## config.mk

```make
export PLATFORM = sky130hd
export DESIGN_NAME = volume_table_block_mapper
export DESIGN_NICKNAME = d
export VERILOG_FILES = /design/src/hw/rtl/vtbm_pkg.sv /design/src/hw/rtl/vtbm_ram.sv /design/src/hw/rtl/vtbm_div.sv /design/src/hw/rtl/volume_table_block_mapper.sv
export SDC_FILE = /design/constraint.sdc
export NUM_CORES = 1
export LEC_CHECK = 0
export BUFFER_PORTS_ARGS = -buffer_cell sky130_fd_sc_hd__buf_2
export CAP_MARGIN = 10
export CORE_ASPECT_RATIO = 1.5
export CORE_MARGIN = 5
export CORE_UTILIZATION = 45
export CTS_BUF_LIST = sky130_fd_sc_hd__clkbuf_8 sky130_fd_sc_hd__clkbuf_16
export DETAILED_ROUTE_END_ITERATION = 8
export MAX_ROUTING_LAYER = met4
export SLEW_MARGIN = 30
export SYNTH_ARGS = -nofsm -noshare
export SYNTH_HDL_FRONTEND = slang
export SYNTH_SLANG_ARGS = --single-unit
```

## constraint.sdc

```tcl
create_clock -name i_clk -period 3.8 [get_ports i_clk]
set_clock_uncertainty 0.15 [all_clocks]
set_input_delay 0.57 -clock i_clk [delete_from_list [all_inputs] [get_ports i_clk]]
set_output_delay 0.57 -clock i_clk [all_outputs]
set_load 0.03 [all_outputs]
```

## src/hw/rtl/vtbm_pkg.sv

```systemverilog
// ----------------------------------------------------------------------------
// Volume table block mapper package
// Field widths, operation and status codes, and the transfer payload types.
// ----------------------------------------------------------------------------
`default_nettype none

package vtbm_pkg;

    localparam int unsigned IDX_W      = 3;
    localparam int unsigned BLK_W      = 24;
    localparam int unsigned CYL_W      = 16;
    localparam int unsigned SEC_W      = 16;
    localparam int unsigned LEN_W      = 24;
    localparam int unsigned SLOT_OUT_W = 3;
    localparam int unsigned MCYL_W     = 25;
    localparam int unsigned MSEC_W     = 16;
    localparam int unsigned TOTAL_W    = 4;
    localparam int unsigned SPC_W      = 16;
    localparam logic [SPC_W-1:0] SPC_RESET = 16'd16;
    localparam int unsigned DIV_STEPS  = MCYL_W;
    localparam int unsigned STEP_W     = $clog2(DIV_STEPS + 1);

    typedef enum logic [1:0] {
        OP_TRANSLATE = 2'd0,
        OP_ADD       = 2'd1,
        OP_DELETE    = 2'd2,
        OP_CLEAR     = 2'd3
    } t_op;

    typedef enum logic [1:0] {
        ST_OK        = 2'd0,
        ST_FULL      = 2'd1,
        ST_NOT_VALID = 2'd2
    } t_status;

    typedef struct packed {
        t_op              operation;
        logic [IDX_W-1:0] volume_index;
        logic [BLK_W-1:0] block_number;
        logic [CYL_W-1:0] start_cylinder;
        logic [SEC_W-1:0] start_sector;
        logic [LEN_W-1:0] sector_count;
    } t_in_item;

    typedef struct packed {
        t_status               status;
        logic [SLOT_OUT_W-1:0] slot_added;
        logic [MCYL_W-1:0]     mapped_cylinder;
        logic [MSEC_W-1:0]     mapped_sector;
        logic [TOTAL_W-1:0]    volume_total;
    } t_out_item;

    typedef struct packed {
        logic [CYL_W-1:0] cylinder;
        logic [SEC_W-1:0] sector;
    } t_entry;

    typedef struct packed {
        logic              done;
        logic [MCYL_W-1:0] quotient;
        logic [SPC_W-1:0]  remainder;
    } t_div_rsp;

endpackage

`default_nettype wire

```

## src/hw/rtl/vtbm_ram.sv

```systemverilog
// ----------------------------------------------------------------------------
// Generic RAM
// One write port and one read port with registered read data.
// ----------------------------------------------------------------------------
`default_nettype none

module vtbm_ram #(
    parameter int unsigned WIDTH = 32,
    parameter int unsigned DEPTH = 8,
    localparam int unsigned ADDR_W = (DEPTH > 1) ? $clog2(DEPTH) : 1
) (
    input  logic              i_clk,
    input  logic              i_we,
    input  logic [ADDR_W-1:0] i_waddr,
    input  logic [WIDTH-1:0]  i_wdata,
    input  logic [ADDR_W-1:0] i_raddr,
    output logic [WIDTH-1:0]  o_rdata
);

    logic [WIDTH-1:0] r_mem [DEPTH];
    logic [WIDTH-1:0] r_rdata;

    always_ff @(posedge i_clk) begin
        if (i_we) begin
            r_mem[i_waddr] <= i_wdata;
        end
        r_rdata <= r_mem[i_raddr];
    end

    assign o_rdata = r_rdata;

endmodule

`default_nettype wire

```

## src/hw/rtl/vtbm_div.sv

```systemverilog
// ----------------------------------------------------------------------------
// Sequential divider
// Restoring division, one quotient bit per cycle, with a done pulse.
// ----------------------------------------------------------------------------
`default_nettype none

module vtbm_div (
    input  logic                          i_clk,
    input  logic                          i_rst_n,
    input  logic                          i_start,
    input  logic [vtbm_pkg::MCYL_W-1:0]   i_dividend,
    input  logic [vtbm_pkg::SPC_W-1:0]    i_divisor,
    output vtbm_pkg::t_div_rsp            o_rsp
);

    import vtbm_pkg::*;

    logic              r_busy;
    logic              r_done;
    logic [STEP_W-1:0] r_step;
    logic [SPC_W-1:0]  r_rem;
    logic [MCYL_W-1:0] r_quo;
    logic [SPC_W-1:0]  r_div;

    logic [SPC_W:0]    trial;
    logic [SPC_W:0]    diff;
    logic              fits;
    logic [SPC_W-1:0]  n_rem;
    logic [MCYL_W-1:0] n_quo;

    always_comb begin
        trial = {r_rem, r_quo[MCYL_W-1]};
        diff  = trial - {1'b0, r_div};
        fits  = (trial >= {1'b0, r_div});
        n_rem = fits ? diff[SPC_W-1:0] : trial[SPC_W-1:0];
        n_quo = {r_quo[MCYL_W-2:0], fits};
    end

    always_ff @(posedge i_clk) begin
        if (!i_rst_n) begin
            r_busy <= 1'b0;
            r_done <= 1'b0;
            r_step <= '0;
        end else begin
            r_done <= 1'b0;
            if (i_start) begin
                r_busy <= 1'b1;
                r_step <= '0;
                r_rem  <= '0;
                r_quo  <= i_dividend;
                r_div  <= i_divisor;
            end else if (r_busy) begin
                r_rem  <= n_rem;
                r_quo  <= n_quo;
                r_step <= r_step + STEP_W'(1);
                if (r_step == STEP_W'(DIV_STEPS - 1)) begin
                    r_busy <= 1'b0;
                    r_done <= 1'b1;
                end
            end
        end
    end

    assign o_rsp.done      = r_done;
    assign o_rsp.quotient  = r_quo;
    assign o_rsp.remainder = r_rem;

endmodule

`default_nettype wire

```

## src/hw/rtl/volume_table_block_mapper.sv

```systemverilog
// ----------------------------------------------------------------------------
// Volume table block mapper
// Table of disk volumes with add, delete, clear and block translation.
// ----------------------------------------------------------------------------
// Commands arrive on the input channel (i_in_valid, o_in_stall) and each
// command gives exactly one result on the output channel (o_out_valid,
// i_out_stall). A transfer happens at a clock edge with valid high and
// stall low. The sectors per cylinder register is written through
// i_cfg_wr_en and i_cfg_wr_data; the user must do so only while no command
// is in flight, which the block does not enforce. Zero acts as one.
// Delete and clear go straight to the result; add scans the slots in order
// from slot 0 to the first free one or the last slot; translate reads the
// entry RAM, then runs the 25-step restoring divider. One command is in
// flight at a time; the next one can be taken in the cycle after the result
// is registered, so a stalled receiver holds one result while the next
// command runs. Volume entries live in a RAM with registered read data;
// the valid marks are flip-flops. Reset empties the table at once and sets
// 16 sectors per cylinder. A stalled result holds its payload until it is
// taken.
// ----------------------------------------------------------------------------
`default_nettype none

module volume_table_block_mapper #(
    parameter int unsigned TABLE_SLOTS = 8
) (
    input  logic                        i_clk,
    input  logic                        i_rst_n,
    input  logic                        i_in_valid,
    input  vtbm_pkg::t_in_item          i_in_data,
    output logic                        o_in_stall,
    output logic                        o_out_valid,
    output vtbm_pkg::t_out_item         o_out_data,
    input  logic                        i_out_stall,
    input  logic                        i_cfg_wr_en,
    input  logic [vtbm_pkg::SPC_W-1:0]  i_cfg_wr_data
);

    import vtbm_pkg::*;

    localparam int unsigned SLOT_W    = (TABLE_SLOTS > 1) ? $clog2(TABLE_SLOTS) : 1;
    localparam int unsigned COUNT_W   = $clog2(TABLE_SLOTS + 1);
    localparam int unsigned LAST_SLOT = TABLE_SLOTS - 1;

    typedef logic [SLOT_W-1:0] t_slot;

    typedef enum logic [4:0] {
        S_IDLE = 5'b00001,
        S_READ = 5'b00010,
        S_SCAN = 5'b00100,
        S_DIV  = 5'b01000,
        S_DONE = 5'b10000
    } t_state;

    t_state                 r_state, n_state;
    logic [SPC_W-1:0]       r_spc;
    logic [TABLE_SLOTS-1:0] r_valid, n_valid;
    logic [COUNT_W-1:0]     r_count, n_count;
    t_slot                  r_ptr, n_ptr;
    t_in_item               r_req;
    logic                   r_hit;
    logic [CYL_W-1:0]       r_base_c;
    t_out_item              r_res, n_res;
    logic                   r_out_valid, n_out_valid;
    t_out_item              r_out_data, n_out_data;

    logic                   in_accept;
    logic                   out_free;
    logic                   idx_in_range;
    t_slot                  idx_slot;
    logic                   idx_hit;
    logic                   ram_we;
    t_entry                 ram_wdata;
    t_entry                 ram_rdata;
    logic                   div_start;
    logic [MCYL_W-1:0]      lin;
    logic [SPC_W-1:0]       spc_eff;
    t_div_rsp               div_rsp;

    assign o_in_stall   = (r_state != S_IDLE);
    assign in_accept    = i_in_valid && !o_in_stall;
    assign out_free     = !r_out_valid || !i_out_stall;
    assign idx_in_range = (32'(i_in_data.volume_index) < TABLE_SLOTS);
    assign idx_slot     = t_slot'(i_in_data.volume_index);
    assign idx_hit      = idx_in_range && r_valid[idx_slot];

    assign ram_we    = (r_state == S_SCAN) && !r_valid[r_ptr];
    assign ram_wdata = '{cylinder: r_req.start_cylinder, sector: r_req.start_sector};

    vtbm_ram #(
        .WIDTH ($bits(t_entry)),
        .DEPTH (TABLE_SLOTS)
    ) u_entry_ram (
        .i_clk   (i_clk),
        .i_we    (ram_we),
        .i_waddr (r_ptr),
        .i_wdata (ram_wdata),
        .i_raddr (idx_slot),
        .o_rdata (ram_rdata)
    );

    assign spc_eff   = (r_spc == '0) ? SPC_W'(1) : r_spc;
    assign lin       = MCYL_W'(r_hit ? ram_rdata.sector : '0)
                     + MCYL_W'(r_req.block_number);
    assign div_start = (r_state == S_READ);

    vtbm_div u_div (
        .i_clk      (i_clk),
        .i_rst_n    (i_rst_n),
        .i_start    (div_start),
        .i_dividend (lin),
        .i_divisor  (spc_eff),
        .o_rsp      (div_rsp)
    );

    always_comb begin
        n_state     = r_state;
        n_valid     = r_valid;
        n_count     = r_count;
        n_ptr       = r_ptr;
        n_res       = r_res;
        n_out_valid = r_out_valid && i_out_stall;
        n_out_data  = r_out_data;
        unique case (r_state)
            S_IDLE: begin
                if (in_accept) begin
                    n_res              = '0;
                    n_res.status       = ST_OK;
                    n_res.volume_total = TOTAL_W'(r_count);
                    unique case (i_in_data.operation)
                        OP_TRANSLATE: begin
                            n_state = S_READ;
                        end
                        OP_ADD: begin
                            n_ptr   = '0;
                            n_state = S_SCAN;
                        end
                        OP_DELETE: begin
                            if (idx_hit) begin
                                n_valid[idx_slot]  = 1'b0;
                                n_count            = r_count - COUNT_W'(1);
                                n_res.volume_total = TOTAL_W'(r_count - COUNT_W'(1));
                            end else begin
                                n_res.status = ST_NOT_VALID;
                            end
                            n_state = S_DONE;
                        end
                        OP_CLEAR: begin
                            n_valid            = '0;
                            n_count            = '0;
                            n_res.volume_total = '0;
                            n_state            = S_DONE;
                        end
                        default: begin
                            n_state = S_IDLE;
                        end
                    endcase
                end
            end
            S_READ: begin
                n_state = S_DIV;
            end
            S_DIV: begin
                if (div_rsp.done) begin
                    n_res.mapped_cylinder = MCYL_W'(r_base_c) + div_rsp.quotient;
                    n_res.mapped_sector   = div_rsp.remainder;
                    n_state               = S_DONE;
                end
            end
            S_SCAN: begin
                if (!r_valid[r_ptr]) begin
                    n_valid[r_ptr]     = 1'b1;
                    n_count            = r_count + COUNT_W'(1);
                    n_res.slot_added   = SLOT_OUT_W'(r_ptr);
                    n_res.volume_total = TOTAL_W'(r_count + COUNT_W'(1));
                    n_state            = S_DONE;
                end else if (r_ptr == t_slot'(LAST_SLOT)) begin
                    n_res.status = ST_FULL;
                    n_state      = S_DONE;
                end else begin
                    n_ptr = r_ptr + t_slot'(1);
                end
            end
            S_DONE: begin
                if (out_free) begin
                    n_out_valid = 1'b1;
                    n_out_data  = r_res;
                    n_state     = S_IDLE;
                end
            end
            default: begin
                n_state = S_IDLE;
            end
        endcase
    end

    always_ff @(posedge i_clk) begin
        if (!i_rst_n) begin
            r_state     <= S_IDLE;
            r_spc       <= SPC_RESET;
            r_valid     <= '0;
            r_count     <= '0;
            r_out_valid <= 1'b0;
        end else begin
            r_state     <= n_state;
            r_valid     <= n_valid;
            r_count     <= n_count;
            r_out_valid <= n_out_valid;
            if (i_cfg_wr_en) begin
                r_spc <= i_cfg_wr_data;
            end
        end
    end

    always_ff @(posedge i_clk) begin
        r_ptr      <= n_ptr;
        r_res      <= n_res;
        r_out_data <= n_out_data;
        if (in_accept) begin
            r_req <= i_in_data;
            r_hit <= idx_hit;
        end
        if (r_state == S_READ) begin
            r_base_c <= r_hit ? ram_rdata.cylinder : '0;
        end
    end

    assign o_out_valid = r_out_valid;
    assign o_out_data  = r_out_data;

endmodule

`default_nettype wire

```

### After elaboration in Yosys (flattened, before gate mapping)

Memories as Yosys holds them, arrays and structs flattened. A register that Yosys moved wholly into a read port is not among the register bits.
Index checks and enable logic that the tools add are counted.

| storage, ports and cells | value |
|---|---|
| bits in registers | 274 |
| memory bits (writable) | 256 |
| output and inout port bits | 52 |
| word-level logic and storage cells | 147 |
| memories | 1 |

| cells by class | value |
|---|---|
| add/sub/neg operators | 7 |
| order comparisons | 5 |
| equality and inequality tests | 22 |
| mux-type cells | 53 |
| bitwise logic cells | 5 |
| reduce and logical (&&, ||, !) cells | 27 |

Memories:

| name | depth | bits a word | rd ports | clocked after memory_dff | wr ports | RTL line | text |
|---|---|---|---|---|---|---|---|
| u_entry_ram.r_mem | 8 | 32 | 1 | 1 | 1 | vtbm_ram.sv:20 | `logic [WIDTH-1:0] r_mem [DEPTH];` |

Operators with widths:

| cell | count |
|---|---|
| $pmux 41 s2 | 1 |
| $mux 25 | 2 |
| $mux 50 | 1 |
| $mux 16 | 3 |
| $mux 41 | 1 |
| $pmux 8 s2 | 2 |
| $add 16x24->25 | 1 |
| $add 16x25->25 | 1 |
| $mux 5 | 5 |
| $pmux 5 s5 | 1 |
| $mux 8 | 3 |
| $pmux 4 s2 | 3 |
| $ge 17x16->1 | 1 |
| $logic_not 16->1 | 1 |
| $sub 16x16->16 | 1 |
| $mux 3 | 5 |
| $pmux 5 s3 | 1 |
| $mux 1 | 12 |
| $mux 4 | 3 |
| $eq 5x5->1 const B | 2 |
| $pmux 5 s2 | 1 |
| $reduce_and 5->1 | 2 |
| $and 8x8->8 | 1 |
| $lt 3x4->1 const B | 2 |
| 35 further kinds | 63 |

### Logic depth before layout (Yosys ltp)

| depth | value |
|---|---|
| word-level depth | 10 |
| depth in mapped cells | 12 |
| depth with buffers taken out | 11 |

### Modules after synthesis

Synthesis repeated with hierarchy kept, for this count alone.

| unflattened totals | value |
|---|---|
| cell total of the unflattened synthesis | 1531 |
| area, all modules | 23901.7 µm² |

By module, submodules not included:

| module | times used | cells each | area an instance (µm²) | sequential area each (µm²) |
|---|---|---|---|---|
| vtbm_ram | 1 | 415 | 10466.3 | 8328.0 |
| volume_table_block_mapper | 1 | 832 | 9990.8 | 5965.7 |
| vtbm_div | 1 | 284 | 3444.6 | 1851.8 |

### Least setup slack after synthesis

OpenSTA, ideal clock, no wires.

| path | value |
|---|---|
| path kind | register -> register |
| start point | register r_state[2] |
| end point | register r_res[10] in the netlist's numbering, enable pin |
| library setup time | 453 ps |
| arrival | 3216 ps |
| data required time | 3197 ps |
| setup slack | -19 ps |
| stages on the path, launching flop included | 5 |
| clock period less this slack | 3819 ps |
| cells stage by stage | dfxtp_1 > or3_1 > nor3b_2 > inv_1 > a21oi_1 |

| on the way | value |
|---|---|
| longest elaborated chain between the ends | 5 |

Ends and longest elaborated chain:

| what | RTL line | text |
|---|---|---|
| from (decl) | volume_table_block_mapper.sv:54 | `t_state r_state, n_state;` |
| from (signal assigned) | volume_table_block_mapper.sv:204 | `r_state <= n_state;` |
| $ne 5x1->1 | volume_table_block_mapper.sv:79 | `assign o_in_stall = (r_state != S_IDLE);` |
| via o_in_stall | volume_table_block_mapper.sv:30 | `output logic o_in_stall,` |
| $logic_not 1->1 | volume_table_block_mapper.sv:80 | `assign in_accept = i_in_valid && !o_in_stall;` |
| $logic_and 1x1->1 | volume_table_block_mapper.sv:80 |  |
| $ne 2x2->1 (no line) | -- |  |
| $reduce_and 3->1 (no line) | -- |  |
| to (signal assigned) | volume_table_block_mapper.sv:216 | `r_res <= n_res;` |
| to (decl) | volume_table_block_mapper.sv:62 | `t_out_item r_res, n_res;` |

The timed path passes the listed nets, and every way through them passes these cells.
A chain may end at the register's enable or synchronous reset.

### Worst setup path after layout

| path | value |
|---|---|
| start point | register r_hit |
| end point | register u_div.r_quo[18], data pin |

| on the way | value |
|---|---|
| longest elaborated chain between the ends | 3 |

Ends and longest elaborated chain:

| what | RTL line | text |
|---|---|---|
| from (decl) | volume_table_block_mapper.sv:60 | `logic r_hit;` |
| from (signal assigned) | volume_table_block_mapper.sv:220 | `r_hit <= idx_hit;` |
| $mux 16 | volume_table_block_mapper.sv:102 | `assign lin = MCYL_W'(r_hit ? ram_rdata.sector : '0)` |
| $add 16x24->25 | volume_table_block_mapper.sv:103 | `+ MCYL_W'(r_req.block_number);` |
| $mux 25 | vtbm_div.sv:46 | `if (i_start) begin` |
| to (signal assigned) | vtbm_div.sv:50 | `r_quo <= i_dividend;` |
| to (signal assigned) | vtbm_div.sv:54 | `r_quo <= n_quo;` |
| to (decl) | vtbm_div.sv:22 | `logic [MCYL_W-1:0] r_quo;` |

No other way between the ends.

==> qor.csv <==
stage;metric;value;unit
status;outcome;complete, no violations;
placement;place_congestion;0.8856;
worst_hold_path;min-delay-start;i_in_data[40];
timing;min_period;3.413;ns
power_and_ir_drop;p_total;13.24;mW
logic_synthesis;synth.net_count;1707;
timing;tightest_slew;0.8791;ns
power_and_ir_drop;power_density;507.6;nW/um2
worst_hold_path;worstHoldPathCells;1;
logic_synthesis;ys_warn_count;0;
power_and_ir_drop;ir_worst_vdd;0.0003126;V
die;die_height;283.4;um
logic_synthesis;synth_compound_area_share;10.84;%
logic_synthesis;ys_seq_elements;562;
clock_network;root_buffer;clkbuf_16;
die;ios;158;
clock_network;cts_tree;done;
cells_and_area;multi_input_area;5913;um2
logic_synthesis;synth-adder-area-share;3.281;%
clock_network;cts_setup_buffers;0;
clock_network;clk_pin_slew;0.06;ns
routing;routed_via_density;5.365;
die;start_util;45.26;%
logic_synthesis;synthMuxAreaShare;1.032;%
die;die_x;192.3;um
critical_path;start_kind;register;
worst_hold_path;min-delay-path-class;in2reg;
critical_path;r2r_slack;0.39;ns
cells_and_area;fin_nets;1896;
placement;dp_hpwl;31.56;mm
routing;wl_per_cell;20.15;um
critical_path;r2r_start;r_hit;
critical_path;endpoint;u_div.r_quo[18];
critical_path;cp_data_required_time;3.97;ns
critical_path;worstSetupPathType;reg2reg;
logic_synthesis;synthCells;1544;
routing;drtIter0Drc;822;
timing;finalCritPeriodShare;89.83;%
logic_synthesis;synthXorXnorAreaFrac;2.031;%
critical_path;cp_max_fo;31;
placement;portBuffers;133;
logic_synthesis;synth_edf_count;489;
cells_and_area;layout_commonest_cell;edfxtp_1;
routing;vias;13080;
timing;setup_tns;0;ns
global_routing;antenna_found_initial;0;
timing;finalSetupViolCount;0;
global_routing;grt_max_degree;51;
cells_and_area;regArea;16150;um2
cells_and_area;drive_above_1_share;15.89;%
global_routing;grt_usage;18.62;%
routing;postRouteWirelength;49.12;mm
global_routing;grt_pass1_vias;13450;
routing;drcViolationCount;0;
critical_path;r2r-end;u_div.r_quo[18];
timing;hold_viol_final;0;
cells_and_area;areaGrowthSynthToFinish;16.35;%
die;die_area;54490;um2
clock_network;hold_buffers;43;
global_routing;grt-ovfl-total;0;
logic_synthesis;synth_top_family_by_area;compound AO/OA/AOI/OAI gates;
die;fp-row-count;100;
critical_path;critPathCaptureType;register;
critical_path;setup.worst_path.start;r_hit;
cells_and_area;layout_common_cells;489 x edfxtp_1, 133 x buf_2, 128 x a22oi_1;
timing;fmax;0.2930;GHz
timing;relSlewSlack;41.33;%
routing;ant_nets;0;
power_and_ir_drop;p_leak;9.334;nW
die;core;49550;um2
clock_network;cts_made_buffers;51;
run;maxCapViolations;0;
logic_synthesis;async_flop_share;0;%
clock_network;clock_latency;0.59;ns
logic_synthesis;synth_cell_type_count;75;
logic_synthesis;ys.flop_type;edfxtp_1;
clock_network;cts_sinks;562;
clock_network;cts_buffer_depth;3;
timing;rsz0062_at_grt;no;
critical_path;cp.arrival;3.58;ns
logic_synthesis;yosysSeqAreaShare;72.00;%
global_routing;grt_pass1_wl;76.71;mm
cells_and_area;n_antenna_cell;0;
logic_synthesis;synth_area_per_cell;14.52;um2
logic_synthesis;synth-simple-area-share;8.810;%
routing;firstDrtPassIters;5;
cells_and_area;fillers;4147;
logic_synthesis;syn_area;22420;um2
clock_network;cts_resized;0;
clock_network;htreeDepth;2;
timing;slew_viol_final;0;
critical_path;reg2reg_depth;12;
how the worst min path moves through the flow:
| stage | to | slack [ns] |
|---|---|---|
| after floorplan | o_out_data[0] | 0.25 |
| after global placement | o_out_data[43] | 0.25 |
| after detailed placement | o_out_data[30] | 0.25 |
| after CTS | r_req[40] | 0.002 |
| after global routing | r_req[75] | 0.009 |
| final | r_req[40] | 0.03 |
registers in the layout, summed over array words and instances, names as in the netlist:
signal	count
r_hit	1
u_div.r_rem	16
r_ptr	3
u_div.r_busy	1
u_div.r_done	1
o_out_data	50
u_entry_ram.o_rdata	32
r_spc	16
u_entry_ram.r_mem	256
u_div.r_step	5
u_div.r_div	16
r_req	56
r_res	50
o_out_valid	1
r_valid	8
r_base_c	16
r_state	5
u_div.r_quo	25
r_count	4
metrics by stage:
| stage | worst slack [ns] | utilization, % | hold WS [ns] | instance area, um2 | cells |
|---|---|---|---|---|---|
| final | 0.3865 | 52.66 | 0.02952 | 26090 | 2438 |
| after global routing | 0.2600 | 52.66 | 0.009314 | 26090 | 2438 |
| after CTS | 0.4132 | 52.66 | 0.001930 | 26090 | 2438 |
| after detailed placement | 0.4036 | 48.46 | 0.2545 | 24010 | 2300 |
| after global placement | 0.4377 | 48.46 | 0.2517 | 24010 | 2300 |
| after floorplan | 0.002663 | - | 0.2503 | 22430 | 1544 |
worst max-delay path: stages, from the launching register on:
cell and delay [ns]:
edfxtp_1 0.38, buf_4 0.21, and2_1 0.19, fa_1 0.44, a21o_1 0.19, a221oi_1 0.28, buf_4 0.19, a211oi_1 0.12
o31ai_1 0.42, o22ai_1 0.23, nand2_1 0.13, xor2_1 0.16, o21ai_1 0.07
cell usage after synthesis, types with 3 or more instances:
| cell | count | share of area, % |
|---|---|---|
| o21bai_1 | 3 | 0.10 |
| o21ai_0 | 40 | 0.89 |
| nor2_1 | 101 | 1.7 |
| and3_1 | 7 | 0.20 |
| o31a_1 | 3 | 0.12 |
| a31oi_1 | 8 | 0.22 |
| o211ai_1 | 9 | 0.30 |
| a311oi_1 | 4 | 0.16 |
| or3_1 | 11 | 0.31 |
| a22oi_1 | 128 | 4.3 |
| a21oi_1 | 61 | 1.4 |
| o21a_1 | 10 | 0.33 |
| o21ai_1 | 5 | 0.11 |
| nand4b_1 | 3 | 0.12 |
| nand2_1 | 89 | 1.5 |
| mux2i_1 | 22 | 0.98 |
| and2_1 | 59 | 1.6 |
| xor2_1 | 24 | 0.94 |
| edfxtp_1 | 489 | 65 |
| clkbuf_1 | 67 | 1.1 |
| nand4_1 | 44 | 1.2 |
| nor2b_1 | 11 | 0.31 |
| nor3_1 | 17 | 0.38 |
| o22ai_1 | 3 | 0.084 |
| inv_1 | 39 | 0.65 |
| xnor2_1 | 28 | 1.1 |
| ha_1 | 54 | 3.0 |
| dfxtp_1 | 73 | 6.5 |
| nand3_1 | 14 | 0.31 |
| nor4_1 | 6 | 0.17 |
| nor3b_1 | 4 | 0.13 |
| buf_2 | 5 | 0.11 |
| nand3b_1 | 4 | 0.13 |
| o31ai_1 | 5 | 0.17 |
| fa_1 | 3 | 0.27 |
| o221a_1 | 8 | 0.40 |
| nand2b_1 | 9 | 0.25 |
| a21boi_0 | 3 | 0.10 |
| a211oi_1 | 11 | 0.37 |
| a21o_1 | 20 | 0.67 |
layout make-up:
type                       instances  area share [%]
timing repair buffer             210           5.371
clock buffer                      59           5.313
tap                              663           3.179
inverter                          41          0.5898
sequential                       562           61.88
multi-input combinational        867           22.66
clock inverter                    36           1.002
metal layers:
| metal | vias up | global-route usage [%] | wire, um |
|---|---|---|---|
| met5 | - | - | 0 |
| met4 | 0 | 6.440 | 1750 |
| met3 | 103 | 2.289 | 2236 |
| met2 | 326 | 32.42 | 25600 |
| met1 | 6347 | 22.31 | 19530 |
| li1 | 6303 | - | - |
power by group:
part / internal [mW] / total (mW) / switching, mW
registers: 7.13 / 7.32 / 0.189
logic: 0.347 / 0.958 / 0.611
clock network: 2.76 / 4.97 / 2.21
kinds of logic (layout without fill, tap and decap cells):
| logic type | count (synthesis) | in the layout |
|---|---|---|
| compound gates | 345 | 345 |
| buf+inv | 115 | 346 |
| simple gates | 390 | 390 |
| mux | 23 | 23 |
| xor+xnor | 52 | 52 |
| flops | 562 | 562 |
| fa+ha+maj | 57 | 57 |
(Power assumes the default switching activity.)
